--- src/hdl/stsp_pkg.sv ---
// ----------------------------------------------------------------------------
// stsp_pkg: shared types and constants of the semantic token span painter
// Holds the controller states, the command and status groups between the
// controller and the datapath, register indexes and the type color table.
// ----------------------------------------------------------------------------
package stsp_pkg;

  localparam int unsigned LineW  = 16;
  localparam int unsigned LenW   = 7;
  localparam int unsigned TypeW  = 5;
  localparam int unsigned ColW   = 18;  // signed screen column while painting
  localparam int unsigned ColorW = 24;
  localparam int unsigned CfgIdxW = 2;

  // Register indexes of the configuration port.
  localparam logic [CfgIdxW-1:0] CFG_FIRST_LINE = 2'd0;
  localparam logic [CfgIdxW-1:0] CFG_LAST_LINE  = 2'd1;
  localparam logic [CfgIdxW-1:0] CFG_COL_OFFSET = 2'd2;

  typedef enum logic [1:0] {
    ST_IDLE,
    ST_CHECK,
    ST_RUN
  } state_e;

  // Controller to datapath.
  typedef struct packed {
    logic load;       // take a token word and advance the sums
    logic set_past;   // token fell below the window: stop the set
    logic start_run;  // prime the character run
    logic step;       // paint one character
  } cmd_t;

  // Datapath to controller.
  typedef struct packed {
    logic past;       // set stopped earlier
    logic above;      // token line above the window
    logic below;      // token line below the window
    logic empty;      // zero length token
    logic out_free;   // output register can take a word this cycle
    logic last_char;  // current character is the last of the token
  } sts_t;

  function automatic logic [ColorW-1:0] type_color(input logic [TypeW-1:0] t);
    logic [ColorW-1:0] c;
    unique case (t)
      5'd0, 5'd1, 5'd7:          c = {8'd114, 8'd216, 8'd249};
      5'd2, 5'd6, 5'd15, 5'd17:  c = {8'd127, 8'd65,  8'd99};
      5'd3, 5'd5:                c = {8'd250, 8'd187, 8'd134};
      5'd4:                      c = {8'd255, 8'd224, 8'd175};
      5'd8:                      c = {8'd98,  8'd130, 8'd160};
      5'd9:                      c = {8'd182, 8'd224, 8'd246};
      5'd10, 5'd11:              c = {8'd244, 8'd125, 8'd117};
      5'd12, 5'd13, 5'd18:       c = {8'd184, 8'd91,  8'd106};
      5'd14, 5'd20, 5'd21, 5'd22: c = {8'd240, 8'd240, 8'd240};
      5'd16, 5'd19:              c = {8'd213, 8'd180, 8'd197};
      5'd23, 5'd24:              c = {8'd205, 8'd254, 8'd185};
      default:                   c = '0;  // unnamed types paint black
    endcase
    return c;
  endfunction

endpackage

--- src/hdl/stsp_ctrl.sv ---
// ----------------------------------------------------------------------------
// stsp_ctrl: token sequencer
// Takes one token word, checks it against the window, then steps the
// datapath through its characters one per cycle while the output register is free.
// ----------------------------------------------------------------------------
module stsp_ctrl (
  input  logic          clk_i,
  input  logic          rst_ni,
  input  logic          in_valid_i,
  output logic          in_ready_o,
  input  stsp_pkg::sts_t sts_i,
  output stsp_pkg::cmd_t cmd_o
);

  stsp_pkg::state_e state_q, state_d;

  always_ff @(posedge clk_i or negedge rst_ni) begin
    if (!rst_ni) begin
      state_q <= stsp_pkg::ST_IDLE;
    end else begin
      state_q <= state_d;
    end
  end

  always_comb begin
    state_d    = state_q;
    cmd_o      = '0;
    in_ready_o = 1'b0;
    unique case (state_q)
      stsp_pkg::ST_IDLE: begin
        in_ready_o = 1'b1;
        if (in_valid_i) begin
          cmd_o.load = 1'b1;
          state_d    = stsp_pkg::ST_CHECK;
        end
      end
      stsp_pkg::ST_CHECK: begin
        state_d = stsp_pkg::ST_IDLE;
        if (sts_i.past || sts_i.above) begin
          state_d = stsp_pkg::ST_IDLE;
        end else if (sts_i.below) begin
          cmd_o.set_past = 1'b1;
        end else if (!sts_i.empty) begin
          cmd_o.start_run = 1'b1;
          state_d         = stsp_pkg::ST_RUN;
        end
      end
      stsp_pkg::ST_RUN: begin
        if (sts_i.out_free) begin
          cmd_o.step = 1'b1;
          if (sts_i.last_char) begin
            state_d = stsp_pkg::ST_IDLE;
          end
        end
      end
      default: state_d = stsp_pkg::ST_IDLE;
    endcase
  end

  assert property (@(posedge clk_i) disable iff (!rst_ni)
    cmd_o.step |-> sts_i.out_free)
    else $error("step issued while output register is busy");

  assert property (@(posedge clk_i) disable iff (!rst_ni)
    cmd_o.load |=> !in_ready_o)
    else $error("new token taken before the previous one was checked");

  assert property (@(posedge clk_i) disable iff (!rst_ni)
    cmd_o.start_run |-> !sts_i.empty && !sts_i.past)
    else $error("run started for a token that paints nothing");

endmodule

--- src/hdl/stsp_dpath.sv ---
// ----------------------------------------------------------------------------
// stsp_dpath: sums, window registers and character painter
// Keeps the running line and column sums, the window configuration and the
// per-token run registers, and drives the output register.
// ----------------------------------------------------------------------------
module stsp_dpath #(
  parameter int unsigned MAX_TOKEN_LENGTH = 64,
  parameter int unsigned LEFT_MARGIN      = 4
) (
  input  logic                            clk_i,
  input  logic                            rst_ni,
  input  logic                            cfg_we_i,
  input  logic [stsp_pkg::CfgIdxW-1:0]    cfg_idx_i,
  input  logic [stsp_pkg::LineW-1:0]      cfg_data_i,
  input  logic                            start_of_set_i,
  input  logic [stsp_pkg::LineW-1:0]      line_delta_i,
  input  logic [stsp_pkg::LineW-1:0]      char_delta_i,
  input  logic [stsp_pkg::LenW-1:0]       token_length_i,
  input  logic [stsp_pkg::TypeW-1:0]      token_type_i,
  input  stsp_pkg::cmd_t                  cmd_i,
  output stsp_pkg::sts_t                  sts_o,
  input  logic                            out_ready_i,
  output logic                            out_valid_o,
  output logic [stsp_pkg::LineW-1:0]      screen_column_o,
  output logic [stsp_pkg::LineW-1:0]      screen_row_o,
  output logic [stsp_pkg::ColorW-1:0]     color_o,
  output logic                            last_of_run_o
);

  localparam int unsigned LW = stsp_pkg::LineW;
  localparam int unsigned CW = stsp_pkg::ColW;
  localparam logic [stsp_pkg::LenW-1:0] MaxLen = stsp_pkg::LenW'(MAX_TOKEN_LENGTH);
  localparam logic signed [CW-1:0] Margin = CW'(LEFT_MARGIN);
  localparam logic signed [CW-1:0] ColMax = CW'((1 << LW) - 1);

  logic [LW-1:0] first_q, last_q, offset_q;
  logic [LW-1:0] line_sum_q, line_sum_d, column_sum_q, column_sum_d;
  logic          past_q, past_d;
  logic [stsp_pkg::LenW-1:0]  len_q, cnt_q, cnt_d;
  logic [stsp_pkg::TypeW-1:0] type_q;
  logic signed [CW-1:0] col_q, col_d;
  logic [LW-1:0] row_q;
  logic          out_valid_q;
  logic [LW-1:0] out_col_q, out_row_q;
  logic [stsp_pkg::ColorW-1:0] out_color_q;
  logic          out_last_q;
  logic          eff_past, visible;
  logic [LW-1:0] line_base, col_base;

  always_ff @(posedge clk_i or negedge rst_ni) begin
    if (!rst_ni) begin
      first_q  <= '0;
      last_q   <= '1;
      offset_q <= '0;
    end else if (cfg_we_i) begin
      unique case (cfg_idx_i)
        stsp_pkg::CFG_FIRST_LINE: first_q  <= cfg_data_i;
        stsp_pkg::CFG_LAST_LINE:  last_q   <= cfg_data_i;
        stsp_pkg::CFG_COL_OFFSET: offset_q <= cfg_data_i;
        default: ;
      endcase
    end
  end

  // Sum and stop flag update on token load and on set stop.
  always_comb begin
    eff_past     = past_q && !start_of_set_i;
    line_base    = start_of_set_i ? '0 : line_sum_q;
    col_base     = start_of_set_i ? '0 : column_sum_q;
    line_sum_d   = line_sum_q;
    column_sum_d = column_sum_q;
    past_d       = past_q;
    if (cmd_i.load) begin
      past_d = eff_past;
      if (start_of_set_i) begin
        line_sum_d   = '0;
        column_sum_d = '0;
      end
      if (!eff_past) begin
        line_sum_d   = line_base + line_delta_i;
        column_sum_d = (line_delta_i == '0) ? col_base + char_delta_i : char_delta_i;
      end
    end else if (cmd_i.set_past) begin
      past_d = 1'b1;
    end
  end

  always_ff @(posedge clk_i or negedge rst_ni) begin
    if (!rst_ni) begin
      line_sum_q   <= '0;
      column_sum_q <= '0;
      past_q       <= 1'b0;
      cnt_q        <= '0;
      out_valid_q  <= 1'b0;
    end else begin
      line_sum_q   <= line_sum_d;
      column_sum_q <= column_sum_d;
      past_q       <= past_d;
      cnt_q        <= cnt_d;
      if (cmd_i.step && visible) begin
        out_valid_q <= 1'b1;
      end else if (out_ready_i) begin
        out_valid_q <= 1'b0;
      end
    end
  end

  // Run registers.
  always_comb begin
    cnt_d = cnt_q;
    col_d = col_q;
    if (cmd_i.start_run) begin
      cnt_d = (len_q > MaxLen) ? MaxLen : len_q;
      col_d = $signed({2'b00, column_sum_q}) + Margin - $signed({2'b00, offset_q});
    end else if (cmd_i.step) begin
      cnt_d = cnt_q - 1'b1;
      col_d = col_q + 2'sd1;
    end
  end

  assign visible = (col_q >= Margin) && (col_q <= ColMax);

  always_ff @(posedge clk_i) begin
    col_q <= col_d;
    if (cmd_i.load) begin
      len_q  <= token_length_i;
      type_q <= token_type_i;
    end
    if (cmd_i.start_run) begin
      row_q <= line_sum_q - first_q;
    end
    if (cmd_i.step && visible) begin
      out_col_q   <= col_q[LW-1:0];
      out_row_q   <= row_q;
      out_color_q <= stsp_pkg::type_color(type_q);
      out_last_q  <= (cnt_q == stsp_pkg::LenW'(1)) || (col_q == ColMax);
    end
  end

  always_comb begin
    sts_o.past      = past_q;
    sts_o.above     = line_sum_q < first_q;
    sts_o.below     = line_sum_q > last_q;
    sts_o.empty     = (len_q == '0);
    sts_o.out_free  = !out_valid_q || out_ready_i;
    sts_o.last_char = (cnt_q == stsp_pkg::LenW'(1));
  end

  assign out_valid_o     = out_valid_q;
  assign screen_column_o = out_col_q;
  assign screen_row_o    = out_row_q;
  assign color_o         = out_color_q;
  assign last_of_run_o   = out_last_q;

  assert property (@(posedge clk_i) disable iff (!rst_ni)
    cmd_i.step |-> cnt_q != '0)
    else $error("character step with no characters left");

  assert property (@(posedge clk_i) disable iff (!rst_ni)
    $rose(out_valid_q) |-> $past(cmd_i.step))
    else $error("output word appeared without a character step");

  assert property (@(posedge clk_i) disable iff (!rst_ni)
    cmd_i.set_past |-> sts_o.below && !sts_o.above)
    else $error("set stopped for a token inside the window");

endmodule

--- src/hdl/semantic_token_span_painter.sv ---
// ----------------------------------------------------------------------------
// semantic_token_span_painter: delta-coded semantic tokens to color writes
// Decodes a token stream into one screen write per visible character.
// ----------------------------------------------------------------------------
// Usage:
//   Slave channel: one token per word. tuser carries start_of_set, which
//   clears the line and column sums and the stop flag before the token.
//   Master channel: one word per painted character; tlast marks the final
//   write of a token. Tokens that paint nothing produce no words.
//   Config port: cfg_we_i writes cfg_data_i to register cfg_idx_i
//   (0 first shown line, 1 last shown line, 2 column offset); write only
//   while no token is in flight.
// Timing:
//   A token is taken, then checked against the window in the cycle after;
//   a visible token then paints one character per cycle while the
//   master channel takes its words. The single character counter and
//   column incrementer set that rate.
//   A visible first character reaches the master channel through the check
//   state, the run start and the output register.
// Reset: sums, stop flag and output valid clear; window spans all lines.
// Stall: a held output word stalls the character run; the next token may
//   be taken while the final word of the previous one still waits.
// ----------------------------------------------------------------------------
module semantic_token_span_painter #(
  parameter int unsigned MAX_TOKEN_LENGTH = 64,
  parameter int unsigned LEFT_MARGIN      = 4
) (
  input  logic        clk_i,
  input  logic        rst_ni,
  // configuration write port
  input  logic        cfg_we_i,
  input  logic [1:0]  cfg_idx_i,
  input  logic [15:0] cfg_data_i,
  // token input
  input  logic        s_axis_tvalid,
  output logic        s_axis_tready,
  // [15:0] line_delta, [31:16] char_delta, [38:32] token_length,
  // [43:39] token_type, [47:44] zero
  input  logic [47:0] s_axis_tdata,
  // [0] start_of_set
  input  logic        s_axis_tuser,
  // character writes
  output logic        m_axis_tvalid,
  input  logic        m_axis_tready,
  // [15:0] screen_column, [31:16] screen_row, [39:32] red,
  // [47:40] green, [55:48] blue
  output logic [55:0] m_axis_tdata,
  output logic        m_axis_tlast
);

  stsp_pkg::cmd_t cmd;
  stsp_pkg::sts_t sts;
  logic [15:0] screen_column, screen_row;
  logic [23:0] color;

  stsp_ctrl u_ctrl (
    .clk_i      (clk_i),
    .rst_ni     (rst_ni),
    .in_valid_i (s_axis_tvalid),
    .in_ready_o (s_axis_tready),
    .sts_i      (sts),
    .cmd_o      (cmd)
  );

  stsp_dpath #(
    .MAX_TOKEN_LENGTH (MAX_TOKEN_LENGTH),
    .LEFT_MARGIN      (LEFT_MARGIN)
  ) u_dpath (
    .clk_i           (clk_i),
    .rst_ni          (rst_ni),
    .cfg_we_i        (cfg_we_i),
    .cfg_idx_i       (cfg_idx_i),
    .cfg_data_i      (cfg_data_i),
    .start_of_set_i  (s_axis_tuser),
    .line_delta_i    (s_axis_tdata[15:0]),
    .char_delta_i    (s_axis_tdata[31:16]),
    .token_length_i  (s_axis_tdata[38:32]),
    .token_type_i    (s_axis_tdata[43:39]),
    .cmd_i           (cmd),
    .sts_o           (sts),
    .out_ready_i     (m_axis_tready),
    .out_valid_o     (m_axis_tvalid),
    .screen_column_o (screen_column),
    .screen_row_o    (screen_row),
    .color_o         (color),
    .last_of_run_o   (m_axis_tlast)
  );

  // color is {red, green, blue}; pack red lowest
  assign m_axis_tdata = {color[7:0], color[15:8], color[23:16], screen_row, screen_column};

endmodule
--- config.mk ---
export PLATFORM = sky130hd
export DESIGN_NAME = semantic_token_span_painter
export DESIGN_NICKNAME = d
export VERILOG_FILES = /design/src/hdl/stsp_pkg.sv /design/src/hdl/stsp_ctrl.sv /design/src/hdl/stsp_dpath.sv /design/src/hdl/semantic_token_span_painter.sv
export SDC_FILE = /design/constraint.sdc
export NUM_CORES = 1
export LEC_CHECK = 0
export ABC_CLOCK_PERIOD_IN_PS = 8150
export BUFFER_PORTS_ARGS = -buffer_cell sky130_fd_sc_hd__buf_2
export CAP_MARGIN = 20
export CORE_MARGIN = 2
export CORE_UTILIZATION = 60
export CTS_CLUSTER_DIAMETER = 50
export DETAILED_ROUTE_END_ITERATION = 10
export HOLD_SLACK_MARGIN = 0.08
export PLACE_DENSITY = 0.91
export SLEW_MARGIN = 30
export SYNTH_ARGS = -nofsm -noshare
export SYNTH_HDL_FRONTEND = slang
export SYNTH_SLANG_ARGS = --single-unit
--- constraint.sdc ---
create_clock -name clk_i -period 8.15 [get_ports clk_i]
set_clock_uncertainty 0.1 [all_clocks]
set_input_delay 1.63 -clock clk_i [delete_from_list [all_inputs] [get_ports clk_i]]
set_output_delay 1.63 -clock clk_i [all_outputs]
set_load 0.01 [all_outputs]
# Word level (Yosys, flattened, before mapping)
# Memories as Yosys holds them, arrays and structs flattened. A register that Yosys moved wholly into a read port is not among the register bits.
# Index checks and enable logic that the tools add are counted.
# classes
add_sub_neg,7
n_lt_le_gt_ge,5
eq_ne,9
mux,31
reduce_logical,19
# ops
cell,n
16-bit 2-to-1 mux,5
18-bit 2-to-1 mux,2
16-bit adder,2
7-bit 2-to-1 mux,3
"18-bit by 2-bit adder with 18-bit output, second input constant",1
"18-bit by 17-bit == test with 1-bit output, second input constant",1
"18-bit by 4-bit greater-or-equal comparator with 1-bit output, second input constant",1
"18-bit by 17-bit <= comparator with 1-bit output, second input constant",1
18-bit by 17-bit subtractor with 18-bit output,1
"16-bit by 3-bit adder with 17-bit output, second input constant",1
16-bit greater-than comparator,1
16-bit zero test,1
16-bit < comparator,1
2-bit 2-to-1 mux,8
16-bit subtractor,1
1-bit 2-to-1 mux,12
"7-bit by 1-bit == test with 1-bit output, second input constant",1
"7-bit greater-than comparator, second input constant",1
7-bit zero test,1
"7-bit by 1-bit subtractor with 7-bit output, second input constant",1
"2-bit inequality test, second input constant",3
2-bit case mux with 3 select lines,1
2-bit AND reduction,3
2-bit nonzero test,3
other kinds (7),15
# totals
register_bits,170
rom_bits,768
inputBits,72
output_inout_bits,59
elab_cells,88
n_memories,1
# mem_list
name,words,word_bits,rd,rd_clocked_by_memory_dff,write_ports,line,text
(no name shown),32,24,1,1,0,stsp_pkg.sv:46,unique case (t)

# Longest topological paths before layout
# depth
depth_word,7
ltp_mapped,13
mapped_depth_nobuf,13

# Cells and area by module
# Synthesis repeated with hierarchy kept, for this count alone.
# unflattened
hier_cells,1144
area_unflattened_um2,11747.5
# by_module_without_submodules
module,instances,cells_each,area_each_um2,seq_area_each_um2
stsp_dpath,1,1130,11617.4,5310.1
stsp_ctrl,1,14,130.1,50.0

# Worst setup path before layout
# OpenSTA, ideal clock, no wires.
# synth_timing
kind,input to register
startpoint,input m_axis_tready
endpoint,register u_dpath.out_valid_q (netlist: u_dpath.out_valid_o)
setup_ns,0.101
arrival_time_ns,8.450
t_required_ns,7.949
setup_slack_ns,-0.500
path_stages,4
n_path_buf,0
path_cell_list,nor2b_1 -> or2_2 -> nor4b_1 -> or2_2
# synth_via
elab_chain_len,5
word_cells_on_any_way,6
classes_between,mux: 3; reduce/logical: 3
# synth_rtl
item,line,text
"start, declared",semantic_token_span_painter.sv:44,"input logic m_axis_tready,"
1-bit logical OR,stsp_dpath.sv:145,sts_o.out_free = !out_valid_q || out_ready_i;
1-bit 2-to-1 mux,stsp_ctrl.sv:49,if (sts_i.out_free) begin
1-bit 2-to-1 mux,stsp_ctrl.sv:29,unique case (state_q)
1-bit logical AND,stsp_dpath.sv:100,if (cmd_i.step && visible) begin
1-bit 2-to-1 mux / 2-bit nonzero test (equally long branches),--,
"end signal, assigned",stsp_dpath.sv:94,out_valid_q <= 1'b0;
"end signal, assigned",stsp_dpath.sv:101,out_valid_q <= 1'b1;
"end signal, assigned",stsp_dpath.sv:103,out_valid_q <= 1'b0;
"end, declared",stsp_dpath.sv:43,logic out_valid_q;
# Several ways; a longest one is shown, not always the timed one.
# A chain may end at the register's enable or synchronous reset.

# Worst setup path after layout
# layout_timing
startpoint,input s_axis_tuser
endpoint,register u_dpath.column_sum_q[15]
# layout_via
elab_chain_len,4
word_cells_on_any_way,6
classes_between,add/sub: 1; mux: 3; reduce/logical: 2
# layout_rtl
item,line,text
"start, declared",semantic_token_span_painter.sv:41,"input logic s_axis_tuser,"
16-bit 2-to-1 mux,--,
16-bit adder,stsp_dpath.sv:81,column_sum_d = (line_delta_i == '0) ? col_base + char_delta_i : char_delta_i;
16-bit 2-to-1 mux,stsp_dpath.sv:81,
16-bit 2-to-1 mux *,stsp_dpath.sv:79,if (!eff_past) begin
"end signal, assigned",stsp_dpath.sv:97,column_sum_q <= column_sum_d;
"end, declared",stsp_dpath.sv:37,"logic [LW-1:0] line_sum_q, line_sum_d, column_sum_q, column_sum_d;"
# Mark *: on every way between the ends. The rest lies on a longest branch, timed or not.

==> impl_metrics.py <==
metrics = {
    "sta": {
        "fin_crit_ns": 4.48,
        "rsz0062_at_grt": "false",
        "relSlewSlack": 0.381,
        "setup_violations": 0,
        "fin_setup_tns_ns": 0,
        "slew_viol_final": 0,
        "tightestPinTransition_ns": 0.929,
        "hold_violations": 0,
        "max_freq_mhz": 223,
        "period_share": 0.550,
    },
    "finish": {
        "antenna-diode-count": 0,
        "nNetsFinal": 1477,
        "area_growth_pct": 12.9,
        "final_common_cell": "buf_2",
        "final_cell_count_no_fill": 1586,
        "drive_gt1_frac": 0.185,
        "layout_common_cells": "buf_2, nand2_1, edfxtp_1",
    },
    "clocking": {
        "cts.clk_slew.worst_paths_ns": 0.08,
        "cts_root_buf": "clkbuf_16",
        "postCtsResizedCells": 0,
        "post_cts_buffers": 0,
        "cts.sinks": 193,
        "h-tree-depth": 4,
        "holdBufCountCts": 0,
        "cts_tree": "done",
        "cts_made_buffers": 17,
        "insertion_delay_ns": 0.44,
        "clock_path_buffers": 2,
    },
    "floorplanning": {
        "rows": 51,
        "die-area_sq_um": 21000,
        "start_util": 0.611,
        "io_pins": 131,
        "fp.dieW_microns": 145,
        "die_h_microns": 145,
        "core_sq_um": 19500,
    },
    "hold_path": {
        "hp-class": "reg2reg",
        "worstHoldStart": "u_dpath.row_q[6]$_DFFE_PP_",
    },
    "route": {
        "wire_per_inst_microns": 17.5,
        "remaining_drc_errors": 0,
        "antenna_left": 0,
        "routed_wirelength_mm": 27.7,
        "via_per_inst": 6.01,
        "num_vias": 9534,
        "initialDrtViolationCount": 723,
        "drt_first_pass_iters": 5,
    },
    "yosys": {
        "synth_nets": 1355,
        "synthArstFlopShare": 0.472,
        "ys_seq_area_frac": 0.451,
        "yosysUniqueCellTypes": 81,
        "syn_area_sq_um": 11900,
        "ys_seq_elements": 193,
        "synth.yosys.warnings": 0,
        "synth-main-ff-cell": "edfxtp_1",
        "postSynthAreaPerCell_sq_um": 10.0,
        "synth_edf_count": 102,
        "syn_inst": 1186,
    },
    "pwr": {
        "p_seq_frac": 0.365,
        "peakVddDrop_mv": 0.169,
        "p_int_mw": 2.68,
        "powerDensity_nw_per_um2": 336,
        "combPwrFrac": 0.451,
        "switching_share": 0.406,
        "p_switching_mw": 1.83,
        "p_leak_nw": 5.85,
        "clkPwrFrac": 0.183,
    },
    "place": {
        "gp_congestion": 0.915,
        "dp.cells": 1552,
        "portBuffers": 126,
        "dp_hpwl_mm": 20.2,
    },
    "global_routing": {
        "grt_pass1_wl_mm": 44.9,
        "grt_pass1_vias": 9171,
        "antenna_found_initial": 2,
        "grt_max_degree": 60,
        "grt_overflow_total": 0,
        "grtUsageTotal": 0.275,
    },
    "critical_path": {
        "cp.required_ns": 8.44,
        "worstSetupPathType": "in2reg",
        "end_kind": "register",
        "crit_start": "s_axis_tuser",
        "worstPathMaxFanout": 34,
        "startpoint_type": "input port",
        "arrival_ns": 4.77,
        "timing.rr.start": "u_dpath.line_sum_q[0]$_DFFE_PN0P_",
    },
    "job": {
        "drv_cap": 0,
    },
    "outcome": {
        "outcome": "finished, final reports clean",
    },
}
## layer usage
metal,part of all wire,vias up,track usage
met5,0.00047,-,0
met4,0.030,2,0.107
met3,0.076,75,0.0510
met2,0.47,421,0.461
met1,0.42,4513,0.355
li1,-,4523,-
## flip-flops by register name, indices dropped and copies added, names as in the netlist
| signal | flops |
|---|---|
| u_ctrl.state_q | 2 |
| u_dpath.cnt_q | 7 |
| u_dpath.col_q | 18 |
| u_dpath.color_o | 23 |
| u_dpath.column_sum_q | 16 |
| u_dpath.first_q | 16 |
| u_dpath.last_of_run_o | 1 |
| u_dpath.last_q | 16 |
| u_dpath.len_q | 7 |
| u_dpath.line_sum_q | 16 |
| u_dpath.offset_q | 16 |
| u_dpath.out_valid_o | 1 |
| u_dpath.past_q | 1 |
| u_dpath.row_q | 16 |
| u_dpath.screen_column_o | 16 |
| u_dpath.screen_row_o | 16 |
| u_dpath.type_q | 5 |
## cells by family (layout without fill, tap and decap cells)
logic type	count (synthesis)	after routing	synth area share
xor+xnor	70	70	0.0515
simple gates	368	368	0.152
buf+inv	121	256	0.0388
mux	48	48	0.0445
compound gates	289	289	0.158
flops	193	193	0.451
fa+ha+maj	97	97	0.105
## final timing paths
check | endpoint | slack (ns) | cells past startpoint
worst max-delay path | u_dpath.column_sum_q[15]$_DFFE_PN0P_ | 3.67 | 12
worst min-delay path | u_dpath.screen_row_o[6]$_DFFE_PP_ | 0.32 | 0
worst max register to register | u_dpath.col_q[13]$_DFFE_PP_ | 4.58 | 11
worst min register to register | u_dpath.screen_row_o[6]$_DFFE_PP_ | 0.32 | 0
max in group asynchronous | u_dpath.column_sum_q[5]$_DFFE_PN0P_ | 5.81 | 2
min in group asynchronous | u_dpath.column_sum_q[8]$_DFFE_PN0P_ | 1.03 | 1
## critical path, stage by stage
cell      delay [ns]
buf_2           0.55
inv_1           0.21
nand2_1         0.17
inv_1           0.06
ha_1            0.28
a211o_1         0.31
a211oi_1        0.34
o21ai_1         0.18
a311oi_2        0.37
o21ai_1         0.12
a222oi_1        0.35
o22a_1          0.19
## synth_stat cells, drive strengths merged (3+ instances only)
cell	count	area, sq um
dfrtp	75	1880
nand3	25	125
nand2b	7	43.8
mux2i	12	120
o22ai	3	18.8
o21bai	6	45.0
o31a	5	43.8
nor4	12	75.1
nor3	26	130
a211oi	9	72.6
a21boi	6	45.1
edfxtp	102	3060
nand4	14	87.6
buf	6	30.0
o21ai	94	474
nor3b	4	30.0
o31ai	14	105
clkbuf	27	101
nor2	82	315
ha	93	1160
nor2b	39	251
dfstp	16	420
fa	4	80.1
inv	87	327
or4	3	22.5
a21oi	63	323
xor2	33	289
a21o	20	151
a31oi	8	50.1
or2	4	25.0
nand3b	11	82.6
xnor2	37	324
a211o	4	35.0
a31o	3	26.3
nand2	109	409
or3	8	51.3
and2	7	43.8
and3	14	88.8
mux2	36	409
a2111oi	3	51.3
o211ai	7	57.6
o21a	22	165
## area by class of cell
| cell class | count | area (sq um) |
|---|---|---|
| clock buffer | 18 | 429 |
| clock inverter | 14 | 155 |
| fill | 1369 | 6040 |
| inverter | 88 | 330 |
| multi-input combinational | 872 | 6100 |
| sequential | 193 | 5360 |
| tap | 265 | 332 |
| timing repair buffer | 136 | 716 |
## stage by stage
stage	utilization	hold slack (ns)	total power, mW	worst slack [ns]	area (sq um)
2_1_floorplan	-	0.300	3.11	2.40	11900
3_3_place_gp	0.659	0.301	3.51	3.35	12800
3_5_place_dp	0.659	0.305	3.62	3.27	12800
4_1_cts	0.689	0.325	4.47	3.67	13400
5_1_grt	0.690	0.330	4.81	3.38	13400
6_report	0.690	0.324	4.51	3.67	13400
## power groups by stage
stage                     sequential (mW)  combinational (mW)  clock (mW)
after CTS                            1.64                2.00       0.828
after detailed placement             1.66                1.96           0
after global routing                 1.67                2.27       0.867
after global placement               1.64                1.87           0
final                                1.65                2.03       0.825
after floorplan                      1.58                1.53           0
(Power assumes the default switching activity.)
